### config.mk
export PLATFORM = sky130hd
export DESIGN_NAME = modular_exponentiation
export DESIGN_NICKNAME = d
export VERILOG_FILES = /design/src/rtl/modexp_pkg.sv /design/src/rtl/modular_exponentiation.sv
export SDC_FILE = /design/constraint.sdc
export NUM_CORES = 1
export LEC_CHECK = 0
export ABC_AREA = 1
export BUFFER_PORTS_ARGS = -buffer_cell sky130_fd_sc_hd__buf_2
export CAP_MARGIN = 20
export CORE_UTILIZATION = 45
export CTS_BUF_LIST = sky130_fd_sc_hd__clkbuf_2
export DETAILED_ROUTE_END_ITERATION = 10
export PLACE_DENSITY_LB_ADDON = 0.05
export SLEW_MARGIN = 20
export SYNTH_ARGS = -nofsm -noshare
export SYNTH_HDL_FRONTEND = slang
export SYNTH_SLANG_ARGS = --single-unit
### constraint.sdc
create_clock -name clock -period 19.9 [get_ports clock]
set_clock_uncertainty 0.2 [all_clocks]
set_input_delay 0.995 -clock clock [delete_from_list [all_inputs] [get_ports clock]]
set_output_delay 0.995 -clock clock [all_outputs]
set_load 0.05 [all_outputs]
### src/rtl/modexp_pkg.sv
// Shared types and constants for the modular exponentiation block.
// Used by rtl/modular_exponentiation.sv; depends on nothing else.
package modexp_pkg;

   localparam int BASE_WIDTH      = 64;
   localparam int EXP_FIELD_WIDTH = 32;
   localparam int MOD_FIELD_WIDTH = 32;
   localparam int RESULT_WIDTH    = 32;

   localparam logic [MOD_FIELD_WIDTH-1:0] MODULUS_RESET = 32'd1061743811;

   typedef enum logic [2:0] {
      ST_IDLE,
      ST_LOAD,
      ST_MUL,
      ST_NEXT,
      ST_DONE
   } state_type;

   // What the shared serial multiplier is working on.
   typedef enum logic [1:0] {
      OP_REDUCE,
      OP_SQUARE,
      OP_MULTIPLY
   } op_type;

endpackage

### src/rtl/modular_exponentiation.sv
// One bit-serial modular multiplier, one bit per cycle, does the base reduction and every
// squaring and multiply. One transaction is in work at a time; the next can be taken in the
// cycle after its result is loaded, and a zero modulus goes straight to a zero result.
// Synchronous active-high reset returns the controller to idle, clears the result valid
// flag and sets the modulus to 1061743811.
module modular_exponentiation #(
   parameter int EXP_WIDTH = 32,
   parameter int MOD_WIDTH = 32
) (
   input  logic                                   clock,
   input  logic                                   reset,
   input  logic                                   req_valid,
   output logic                                   req_stall,
   input  logic [modexp_pkg::BASE_WIDTH-1:0]      req_base,
   input  logic [modexp_pkg::EXP_FIELD_WIDTH-1:0] req_exponent,
   output logic                                   rsp_valid,
   input  logic                                   rsp_stall,
   output logic [modexp_pkg::RESULT_WIDTH-1:0]    rsp_result,
   input  logic                                   csr_write,
   input  logic [modexp_pkg::MOD_FIELD_WIDTH-1:0] csr_wdata
);

   localparam int SW     = MOD_WIDTH + 3;
   localparam int STEP_W = $clog2(modexp_pkg::BASE_WIDTH);
   localparam int EBIT_W = $clog2(EXP_WIDTH);
   localparam int PAD_W  = modexp_pkg::BASE_WIDTH - MOD_WIDTH;

   modexp_pkg::state_type state_ff, state_in;
   modexp_pkg::op_type    op_ff, op_in;

   logic [MOD_WIDTH-1:0]              csr_mod_ff, csr_mod_in;
   logic [MOD_WIDTH-1:0]              m_ff, m_in;
   logic [MOD_WIDTH-1:0]              a_ff, a_in;
   logic [MOD_WIDTH-1:0]              r_ff, r_in;
   logic [MOD_WIDTH-1:0]              bred_ff, bred_in;
   logic [MOD_WIDTH-1:0]              acc_ff, acc_in;
   logic [modexp_pkg::BASE_WIDTH-1:0] sh_ff, sh_in;
   logic [EXP_WIDTH-1:0]              exp_ff, exp_in;
   logic [EBIT_W-1:0]                 ebit_ff, ebit_in;
   logic [STEP_W-1:0]                 step_ff, step_in;
   logic signed [SW-1:0]              am1_ff, am1_in;
   logic signed [SW-1:0]              am2_ff, am2_in;
   logic signed [SW-1:0]              nm_ff, nm_in;
   logic [modexp_pkg::RESULT_WIDTH-1:0] rsp_result_ff, rsp_result_in;
   logic                              rsp_valid_ff, rsp_valid_in;

   logic signed [SW-1:0] r2, k0, k1, c0, c1, c2;
   logic [MOD_WIDTH-1:0] prod;
   logic [MOD_WIDTH-1:0] one_init;
   logic                 mul_bit;
   logic                 mul_last;
   logic                 exp_last;
   logic                 req_take;
   logic                 rsp_free;

   assign req_take = req_valid && !req_stall;
   assign rsp_free = !rsp_valid_ff || !rsp_stall;
   assign mul_bit  = sh_ff[modexp_pkg::BASE_WIDTH-1];
   assign mul_last = (op_ff == modexp_pkg::OP_REDUCE) ?
                     (step_ff == STEP_W'(modexp_pkg::BASE_WIDTH - 1)) :
                     (step_ff == STEP_W'(MOD_WIDTH - 1));
   assign exp_last = (ebit_ff == EBIT_W'(EXP_WIDTH - 1));
   assign one_init = (m_ff == MOD_WIDTH'(1)) ? '0 : MOD_WIDTH'(1);

   // One step of interleaved modular multiplication: r = 2r + bit * a, brought back below
   // m. The sum stays below 3m, so the candidates minus m and minus 2m are formed in
   // parallel from offsets prepared in the load cycle, and the signs pick the winner.
   always_comb begin
      r2 = signed'(SW'({r_ff, 1'b0}));
      k0 = mul_bit ? signed'(SW'(a_ff)) : '0;
      k1 = mul_bit ? am1_ff : nm_ff;
      c0 = r2 + k0;
      c1 = r2 + k1;
      c2 = r2 + am2_ff;
      if (mul_bit && !c2[SW-1]) begin
         prod = c2[MOD_WIDTH-1:0];
      end else if (!c1[SW-1]) begin
         prod = c1[MOD_WIDTH-1:0];
      end else begin
         prod = c0[MOD_WIDTH-1:0];
      end
   end

   // Next state.
   always_comb begin
      state_in = state_ff;
      case (state_ff)
         modexp_pkg::ST_IDLE: begin
            if (req_take) begin
               state_in = (csr_mod_ff == '0) ? modexp_pkg::ST_DONE : modexp_pkg::ST_LOAD;
            end
         end
         modexp_pkg::ST_LOAD: begin
            state_in = modexp_pkg::ST_MUL;
         end
         modexp_pkg::ST_MUL: begin
            if (mul_last) begin
               state_in = modexp_pkg::ST_NEXT;
            end
         end
         modexp_pkg::ST_NEXT: begin
            state_in = modexp_pkg::ST_LOAD;
            if (op_ff != modexp_pkg::OP_REDUCE && exp_last) begin
               if (op_ff == modexp_pkg::OP_MULTIPLY || !exp_ff[EXP_WIDTH-1]) begin
                  state_in = modexp_pkg::ST_DONE;
               end
            end
         end
         modexp_pkg::ST_DONE: begin
            if (rsp_free) begin
               state_in = modexp_pkg::ST_IDLE;
            end
         end
         default: begin
            state_in = modexp_pkg::ST_IDLE;
         end
      endcase
   end

   // Outputs.
   always_comb begin
      req_stall  = (state_ff != modexp_pkg::ST_IDLE);
      rsp_valid  = rsp_valid_ff;
      rsp_result = rsp_result_ff;
   end

   // Datapath.
   always_comb begin
      csr_mod_in    = csr_write ? MOD_WIDTH'(csr_wdata) : csr_mod_ff;
      op_in         = op_ff;
      m_in          = m_ff;
      a_in          = a_ff;
      r_in          = r_ff;
      bred_in       = bred_ff;
      acc_in        = acc_ff;
      sh_in         = sh_ff;
      exp_in        = exp_ff;
      ebit_in       = ebit_ff;
      step_in       = step_ff;
      am1_in        = am1_ff;
      am2_in        = am2_ff;
      nm_in         = nm_ff;
      rsp_result_in = rsp_result_ff;
      rsp_valid_in  = rsp_valid_ff && rsp_stall;

      case (state_ff)
         modexp_pkg::ST_IDLE: begin
            if (req_take) begin
               // The base reduction is a serial multiply of one by the base bits.
               m_in    = csr_mod_ff;
               op_in   = modexp_pkg::OP_REDUCE;
               a_in    = MOD_WIDTH'(1);
               sh_in   = req_base;
               exp_in  = EXP_WIDTH'(req_exponent);
               ebit_in = '0;
               acc_in  = '0;
            end
         end
         modexp_pkg::ST_LOAD: begin
            am1_in  = signed'(SW'(a_ff)) - signed'(SW'(m_ff));
            am2_in  = signed'(SW'(a_ff)) - signed'(SW'({m_ff, 1'b0}));
            nm_in   = -signed'(SW'(m_ff));
            r_in    = '0;
            step_in = '0;
         end
         modexp_pkg::ST_MUL: begin
            r_in    = prod;
            sh_in   = {sh_ff[modexp_pkg::BASE_WIDTH-2:0], 1'b0};
            step_in = step_ff + STEP_W'(1);
         end
         modexp_pkg::ST_NEXT: begin
            case (op_ff)
               modexp_pkg::OP_REDUCE: begin
                  bred_in = r_ff;
                  acc_in  = one_init;
                  op_in   = modexp_pkg::OP_SQUARE;
                  a_in    = one_init;
                  sh_in   = {one_init, {PAD_W{1'b0}}};
               end
               default: begin
                  acc_in = r_ff;
                  if (op_ff == modexp_pkg::OP_SQUARE && exp_ff[EXP_WIDTH-1]) begin
                     op_in = modexp_pkg::OP_MULTIPLY;
                     a_in  = bred_ff;
                     sh_in = {r_ff, {PAD_W{1'b0}}};
                  end else begin
                     // Move on to the next exponent bit with a fresh squaring.
                     ebit_in = ebit_ff + EBIT_W'(1);
                     exp_in  = {exp_ff[EXP_WIDTH-2:0], 1'b0};
                     op_in   = modexp_pkg::OP_SQUARE;
                     a_in    = r_ff;
                     sh_in   = {r_ff, {PAD_W{1'b0}}};
                  end
               end
            endcase
         end
         modexp_pkg::ST_DONE: begin
            if (rsp_free) begin
               rsp_result_in = modexp_pkg::RESULT_WIDTH'(acc_ff);
               rsp_valid_in  = 1'b1;
            end
         end
         default: begin
         end
      endcase
   end

   always_ff @(posedge clock) begin
      if (reset) begin
         state_ff     <= modexp_pkg::ST_IDLE;
         op_ff        <= modexp_pkg::OP_REDUCE;
         csr_mod_ff   <= MOD_WIDTH'(modexp_pkg::MODULUS_RESET);
         rsp_valid_ff <= 1'b0;
         step_ff      <= '0;
         ebit_ff      <= '0;
      end else begin
         state_ff     <= state_in;
         op_ff        <= op_in;
         csr_mod_ff   <= csr_mod_in;
         rsp_valid_ff <= rsp_valid_in;
         step_ff      <= step_in;
         ebit_ff      <= ebit_in;
      end
   end

   always_ff @(posedge clock) begin
      m_ff          <= m_in;
      a_ff          <= a_in;
      r_ff          <= r_in;
      bred_ff       <= bred_in;
      acc_ff        <= acc_in;
      sh_ff         <= sh_in;
      exp_ff        <= exp_in;
      am1_ff        <= am1_in;
      am2_ff        <= am2_in;
      nm_ff         <= nm_in;
      rsp_result_ff <= rsp_result_in;
   end

   // The partial remainder is always fully reduced while the multiplier runs.
   a_rem_reduced: assert property (@(posedge clock) disable iff (reset)
      state_ff == modexp_pkg::ST_MUL |-> r_ff < m_ff)
      else $error("partial remainder not below the modulus");

   // An accepted transaction always takes the controller out of idle.
   a_accept_busy: assert property (@(posedge clock) disable iff (reset)
      req_valid && !req_stall |=> state_ff != modexp_pkg::ST_IDLE)
      else $error("controller stayed idle after accepting a transaction");

   // A result only appears when a computation has just finished.
   a_rsp_from_done: assert property (@(posedge clock) disable iff (reset)
      $rose(rsp_valid_ff) |-> $past(state_ff) == modexp_pkg::ST_DONE)
      else $error("result raised without a finished computation");

endmodule
==> metrics.md, run 1 <==
| Metric | Value |
|---|---|
| Die ar. | 63100 sq um |
| RSZ-0062 raised after global routing | no |
| Post-synthesis cell count | 3442 |
| First-pass GRT wire length | 149 mm |
| Post-synth EDFFs | 390 |
| CTS tree | done |
| Setup Buffers After CTS | 0 |
| CP Max Fanout | 38 |
| Synthesized area | 27900 sq um |
| Row count | 90 |
| Synth top area share | 0.419 |
| Total Routed Length | 101 mm |
| Dpl cells | 4346 |
| Static Leak | 15.4 nW |
| Flop2flop setup slack | 15.37 ns |
| WHS Endpoint | sh_ff[63] |
| Setup_tns | 0 ns |
| Synth cell types | 56 |
| Drt initial violations | 2327 |
| Die X-Extent | 251 um |
| Gpl congestion | 1.02 |
| Area grow syn2layout | 14.4% |
| Slowest stage cell, crit path | buf_4 |
| Max_slew headroom | 0.286 |
| Internal Pwr Total | 2.56 mW |
| Synth area leader | edfxtp_1 |
| Reg2reg end | r_ff[13] |
| Clock Latency Late Sink | 1.22 ns |
| Max Cap Violations | 0 |
| Status | complete, no violations |
| Synth top area cells | edfxtp_1 (42%), nand2_1 (15%), ha_1 (7.3%), inv_1 (5.9%), nand3_1 (4.0%) |
| Share of cells above drive strength 1 | 0.110 |
| Dpl cell area | 29600 sq um |
| Pre-Repair DR Iteration Count | 6 |
| CTS Buf Count | 112 |
| DP HPWL | 77.1 mm |
| Post-route design area | 31900 sq um |
| Routed vias | 25.3k |
| Drc violations | 0 |
| CTS H-tree lvls | 3 |
| CP Cell Sequence | buf_4 -> buf_4 -> inv_4 -> or2_2 -> o21ai_0 -> inv_1 -> ha_1 -> nand2_1 -> nor2_1 -> nand3_1 -> nand3_2 -> nand2_2 -> nand2_2 -> nand2_2 -> nand2_4 -> nand2_4 -> nand2_8 -> nand2_1 -> nand3_1 -> nand2_1 -> nor2_1 |
| Sw frac | 0.523 |
| Register-to-Register Path Depth | 21 |
| Clock sink count | 439 |
| Hold Crit Depth | 3 |
| CP required | 20.54 ns |
| Initial Utilization | 0.459 |
| Final Hold Fails | 0 |
| Die Height | 251 um |
| Layout Utilization | 0.525 |
| Synth Register Bits | 439 |
| Combinational Power Share | 0.570 |
| Yosys warning total | 0 |
| Synth top cells by count | nand2_1 (1085), inv_1 (437), edfxtp_1 (390), nor2_1 (293), nand3_1 (225) |
| Total GRT Usage | 0.322 |
| Finish-stage setup viols | 0 |
| Post-Layout Cell Count | 4673 |
| Count leader, synth | nand2_1 |
| Setup WS post-layout | 15.37 ns |
| CTS max path bufs | 3 |
| FF+latch area | 12700 sq um |
| Crit share post-route | 0.228 |
| Sw Pwr | 2.81 mW |
| Pins Over Slew Limit | 0 |
| Largest net degree at the start of global routing | 69 |
| Avg WL per Cell | 21.6 um |
| Post-synth top flop | edfxtp_1 |
| FFs w/ async S/R, synth | 0 |
| Root buf cell | clkbuf_2 |
| Final Critical Period | 4.53 ns |
| Place WS | 15.03 ns |
| Reg clk slew, reported paths | 0.11 ns |
| Fmax | 0.221 GHz |
| Port buffer count | 166 |
| Initial antenna violation count | 3 |
| Synthesized area per cell | 8.11 sq um |
| Total congestion overflow | 0 |
| Power share of the clock group | 0.115 |
| Worst Setup End Kind | flip-flop |
| WP data arrival | 5.18 ns |
| Sequential share of the synthesized area | 0.454 |
| Cell Pwr Density | 168 nW/um^2 |
| Max stage delay on crit path | 0.50 ns |
| Crit-path leading delay family | simple AND/OR/NAND/NOR gates |
| Slew @ Worst Pin | 1.07 ns |
| Reg-to-Reg Start | sh_ff[63] |
| I/O Pins | 167 |
| Hold wc startpoint | req_base[63] |
| VDD IR max | 0.0942 mV |
| Number of global-route vias before repair | 24.6k |
| Worst path buffer plus inverter count | 4 |
| CP Launch Type | flip-flop |
| Hold crit path type | in -> reg |
| Placeable Area | 60800 sq um |
| Critical path type | reg -> reg |
| Post-DRT Antenna Nets | 0 |
| Nets | 4110 |
| Multi-input gate area | 13200 sq um |
| Seq pwr share | 0.315 |
| DR vias/cell | 5.40 |
| # fillers | 5901 |
| Syn_nets | 3742 |
==> power by group through the flow <==
stage | clock network, mW | registers (mW) | logic [mW]
final | 0.619 | 1.69 | 3.06
after global routing | 0.679 | 1.69 | 3.38
after CTS | 0.637 | 1.68 | 3.02
after detailed placement | 0 | 1.70 | 2.99
after global placement | 0 | 1.69 | 2.97
after floorplan | 0 | 1.53 | 2.09
==> tightest hold or removal path, cell delays in order <==
cell and delay (ns):
buf_2 0.08, a22oi_1 0.07, nand2_1 0.20
==> stage by stage <==
step           power, mW  hold WS [ns]
2_1_floorplan       3.62         0.200
3_3_place_gp        4.67         0.202
3_5_place_dp        4.69         0.205
4_1_cts             5.34       0.00452
5_1_grt             5.76        0.0674
6_report            5.37         0.111
==> layout make-up <==
class	instances	area share
clock inverters	36	0.00599
repair buffers	323	0.0736
diodes	1	0.0000784
inverters	448	0.0527
flip-flops and latches	439	0.397
clock buffers	158	0.0248
multi-input cells	2486	0.415
well taps	782	0.0306
==> worst max-delay path by stage <==
stage,slack [ns],end,depth (start not counted),startpoint
2_1_floorplan,13.16,step_ff[3],7,state_ff[0]
3_3_place_gp,15.13,ebit_ff[2],12,req_valid
3_5_place_dp,15.03,ebit_ff[2],12,req_valid
4_1_cts,15.22,ebit_ff[3],12,state_ff[1]
5_1_grt,14.86,ebit_ff[3],12,state_ff[1]
6_report,15.37,r_ff[13],21,sh_ff[63]
==> registers in the layout, indices dropped and copies added, names as in the netlist, 33 cells and up <==
register / cells
am2_ff: 34
sh_ff: 64
nm_ff: 35
am1_ff: 33
==> layer usage <==
| metal | up-vias | wire length [um] | part of all wire | GRT usage |
|---|---|---|---|---|
| met5 | - | 27 | 0.00027 | 0 |
| met4 | 4 | 6550 | 0.065 | 0.199 |
| met3 | 263 | 6850 | 0.068 | 0.0542 |
| met2 | 966 | 47000 | 0.46 | 0.526 |
| met1 | 11800 | 40700 | 0.40 | 0.397 |
| li1 | 12200 | - | - | - |
==> kinds of logic after synthesis <==
logic type,synth area share
flops,0.454
buf+inv,0.0723
simple gates,0.261
xor+xnor,0.0430
compound gates,0.0935
fa+ha+maj,0.0762
==> timing repair <==
item	in CTS	in global routing
endpoints found under the hold margin	139	0
hold buffers	131	0
gates resized for setup	0	0
==> cell usage in the layout, fill, tap and decap left out, drive strengths merged, types with 3 or more instances in the layout <==
master	instances
xnor2	30
nand2	1099
nor4	17
fa	5
or2	5
edfxtp	390
a31oi	7
a221oi	5
a21oi	218
xor2	107
o21ai	96
inv	449
a22oi	30
a22o	31
nor3	40
nand3b	11
o21bai	17
o21a	3
nand3	230
clkinv	33
o211ai	3
ha	162
clkbuf	158
buf	192
dfxtp	49
nor2	302
a21o	27
dlygate4sd3	131
and2	3
nand4	29
Note: power is estimated with default switching activity, not from simulation.
==> run 2: changes to the inputs <==
--- a/config.mk
+++ b/config.mk
@@ -5,7 +5,7 @@
 export SDC_FILE = /design/constraint.sdc
 export NUM_CORES = 1
 export LEC_CHECK = 0
-export ABC_AREA = 1
+export ABC_AREA = 0
 export BUFFER_PORTS_ARGS = -buffer_cell sky130_fd_sc_hd__buf_2
 export CAP_MARGIN = 20
 export CORE_UTILIZATION = 45
==> constraint.sdc (replaced) <==
create_clock -name clock -period 4.5 [get_ports clock]
set_clock_uncertainty 0.2 [all_clocks]
set_input_delay 0.225 -clock clock [delete_from_list [all_inputs] [get_ports clock]]
set_output_delay 0.225 -clock clock [all_outputs]
set_load 0.05 [all_outputs]
==> run 2 against run 1 <==
Effect of this change:
- fmax is 4.1% higher
- sequential share of layout area is 0.23 points lower
- cell count is 18% lower
- sequential power grew to 3.7 times the previous value
- utilization is 5.8 points higher
- flip-flop and latch count stayed put
- first-iteration DRC count is 34% lower
- synthesized cell count is 32% lower
- area after synthesis is 10% lower
- clock-buffer cell count is 34 higher
- critical endpoint is now r_ff[29]
- combinational power grew to 2.6 times the previous value
==> metrics.md, run 2 <==
| Metric | Value |
|---|---|
| Reg2reg end | r_ff[29] |
| Largest register FFs | 64 |
| Place WS | 0.184 ns |
| Met3 WL | 4.35 mm |
| Final Hold Fails | 0 |
| Synth top area cells | edfxtp_1 (47%), ha_1 (8.1%), nand2_1 (4.8%), dfxtp_1 (3.9%), xnor2_1 (3.7%) |
| Initial antenna violation count | 9 |
| CTS H-tree lvls | 4 |
| Static Leak | 13.5 nW |
| Root buf cell | clkbuf_2 |
| Power Total | 17.3 mW |
| Clock sink count | 439 |
| Combinational Power Share | 0.463 |
| Sw Pwr | 7.12 mW |
| Sw frac | 0.412 |
| Crit-path leading delay family | compound AO/OA/AOI/OAI gates |
| Initial Utilization | 0.456 |
| Critical Path Sink | r_ff[29] |
| Nets | 3300 |
| Reg clk slew, reported paths | 0.11 ns |
| Crit path launch | sh_ff[63] |
| Post-synth EDFFs | 390 |
| Biggest registers after layout | sh_ff (64), nm_ff (35), am2_ff (34) |
| Reg-to-Reg Start | sh_ff[63] |
| Slowest stage cell, crit path | edfxtp_1 |
| Synth Register Bits | 439 |
| Commonest cells after routing, fill and taps aside | edfxtp_1 (390), dlygate4sd3_1 (374), nand2_1 (319) |
| # fillers | 4722 |
| Biggest register | sh_ff |
| I/O Pins | 167 |
| CTS max path bufs | 3 |
| Total Routed Length | 75.3 mm |
| Pre-Repair DR Iteration Count | 5 |
| WP data arrival | 5.14 ns |
| Hold crit path type | in -> reg |
| Synthesized area | 25100 sq um |
| Seq pwr share | 0.357 |
| Yosys warning total | 0 |
| Routed wl met2 | 33.3 mm |
| Avg WL per Cell | 19.6 um |
| VDD IR max | 0.245 mV |
| CP required | 5.29 ns |
| Drc violations | 0 |
| CP Cell Sequence | buf_4 -> clkbuf_16 -> mux2_2 -> ha_1 -> a21oi_1 -> o21a_1 -> o311a_1 -> nor2b_1 -> a211oi_4 -> o21ai_1 -> and2_1 -> a221oi_4 -> buf_4 -> clkbuf_16 -> mux2i_1 -> a211oi_2 |
| Die ar. | 56800 sq um |
| Die X-Extent | 238 um |
| CP Max Fanout | 18 |
| CTS tree | done |
| Leading cell type in the layout, fill and taps excluded | edfxtp_1 |
| Sequential share of the synthesized area | 0.505 |
| Fmax | 0.230 GHz |
| Routed vias | 20.9k |
| Area grow syn2layout | 27.9% |
| DP HPWL | 51.6 mm |
| Port buffer count | 166 |
| Total GRT Usage | 0.265 |
| Crit share post-route | 0.967 |
| Setup_tns | 0 ns |
| Synth top area share | 0.466 |
| Power share of the clock group | 0.180 |
| Row count | 86 |
| Synth top cells by count | edfxtp_1 (390), nand2_1 (320), a21oi_1 (179), ha_1 (162), nor2_1 (125) |
| Synth area leader | edfxtp_1 |
| Placeable Area | 55100 sq um |
| Finish-stage setup viols | 0 |
| DR vias/cell | 5.42 |
| Post-synth top flop | edfxtp_1 |
| FFs w/ async S/R, synth | 0 |
| Max Cap Violations | 0 |
| CP Launch Type | flip-flop |
| Internal Pwr Total | 10.2 mW |
| Post-synthesis cell count | 2354 |
| Synthesized area per cell | 10.7 sq um |
| Setup WS post-layout | 0.148 ns |
| Number of global-route vias before repair | 20.7k |
| Status | complete, no violations |
| Share of cells above drive strength 1 | 0.162 |
| Dpl cells | 3235 |
| Cell Pwr Density | 538 nW/um^2 |
| Register-to-Register Path Depth | 16 |
| Count leader, synth | edfxtp_1 |
| Worst path buffer plus inverter count | 4 |
| Pins Over Slew Limit | 0 |
| Final Critical Period | 4.35 ns |
| Worst Setup End Kind | flip-flop |
| Max stage delay on crit path | 0.45 ns |
| Highest metal used | met5 |
| Slew @ Worst Pin | 1.11 ns |
| WHS | 0.183 ns |
| Clock Latency Late Sink | 1.28 ns |
| Largest net degree at the start of global routing | 96 |
| Critical path type | reg -> reg |
| Total congestion overflow | 0 |
| Post-Layout Cell Count | 3850 |
| Syn_nets | 2654 |
| First-pass GRT wire length | 114 mm |
| DRT met1 WL | 36.3 mm |
| Gpl congestion | 0.923 |
| Max_slew headroom | 0.260 |
| Post-DRT Antenna Nets | 0 |
| Flop2flop setup slack | 0.15 ns |
| Die Height | 238 um |
| CP Depth | 16 |
| Drt initial violations | 1546 |
| Synth cell types | 71 |
| CTS Buf Count | 130 |
## run 2: power by group through the flow
stage / combinational [mW] / clock [mW] / sequential (mW)
floorplan: 5.37 / 0 / 5.94
global placement: 7.33 / 0 / 6.24
detailed placement: 7.39 / 0 / 6.24
CTS: 7.75 / 3.21 / 6.15
global route: 8.75 / 3.41 / 6.24
finish: 8.01 / 3.11 / 6.17
## run 2: per-layer routing
layer  vias up  track usage
li1      10100            -
met1      9963        0.379
met2       675        0.407
met3       121       0.0492
met4         2       0.0816
met5         -            0
## run 2: cell families (layout without fill, tap and decap cells)
| logic type | after synthesis | count (layout) | share of synthesized area |
|---|---|---|---|
| AND/OR/NAND/NOR | 738 | 738 | 0.137 |
| AO/OA/AOI/OAI | 603 | 603 | 0.157 |
| flip-flops | 439 | 439 | 0.505 |
| adder cells (fa/ha/maj) | 167 | 167 | 0.0847 |
| buffers and inverters | 167 | 912 | 0.0266 |
| XOR/XNOR | 163 | 163 | 0.0568 |
| multiplexers | 77 | 77 | 0.0323 |
| other | 0 | 3 | 0 |
## run 2: final cells by class
type	instances	area [sq um]	share of cell area
multi-input combinational	1748	11900	0.370
sequential	439	12700	0.395
clock buffer	192	961	0.0299
tap	748	936	0.0291
inverter	88	339	0.0106
timing repair buffer	593	5060	0.158
antenna	3	7.51	0.000234
clock inverter	39	241	0.00752
## run 2: through the flow
step | instance area, sq um | utilization
global route | 32100 | 0.583
CTS | 32000 | 0.580
detailed placement | 27000 | 0.490
finish | 32100 | 0.583
floorplan | 25100 | -
global placement | 27000 | 0.490
## run 2: timing repair
item | in CTS | in global routing
hold buffers | 374 | 0
hold endpoints to repair | 337 | 0
setup buffers | 0 | 4
setup endpoints to repair | 0 | 31
gates resized for setup | 0 | 7
## run 2: tightest hold or removal path: stages
cell	delay [ns]
dlygate4sd3_1	0.52
buf_2	0.09
dlygate4sd3_1	0.55
nand2_1	0.05
o21ai_0	0.08
## run 2: worst min-delay path by stage
stage                              from        endpoint  slack (ns)  depth (start not counted)
after floorplan           csr_wdata[26]  csr_mod_ff[26]        0.14                          1
after global placement       acc_ff[14]  rsp_result[14]        0.20                          0
after detailed placement     acc_ff[15]  rsp_result[15]        0.20                          0
after CTS                  req_base[12]       sh_ff[12]       0.002                          5
after global routing       req_base[49]       sh_ff[49]        0.08                          4
final                      req_base[12]       sh_ff[12]        0.18                          5
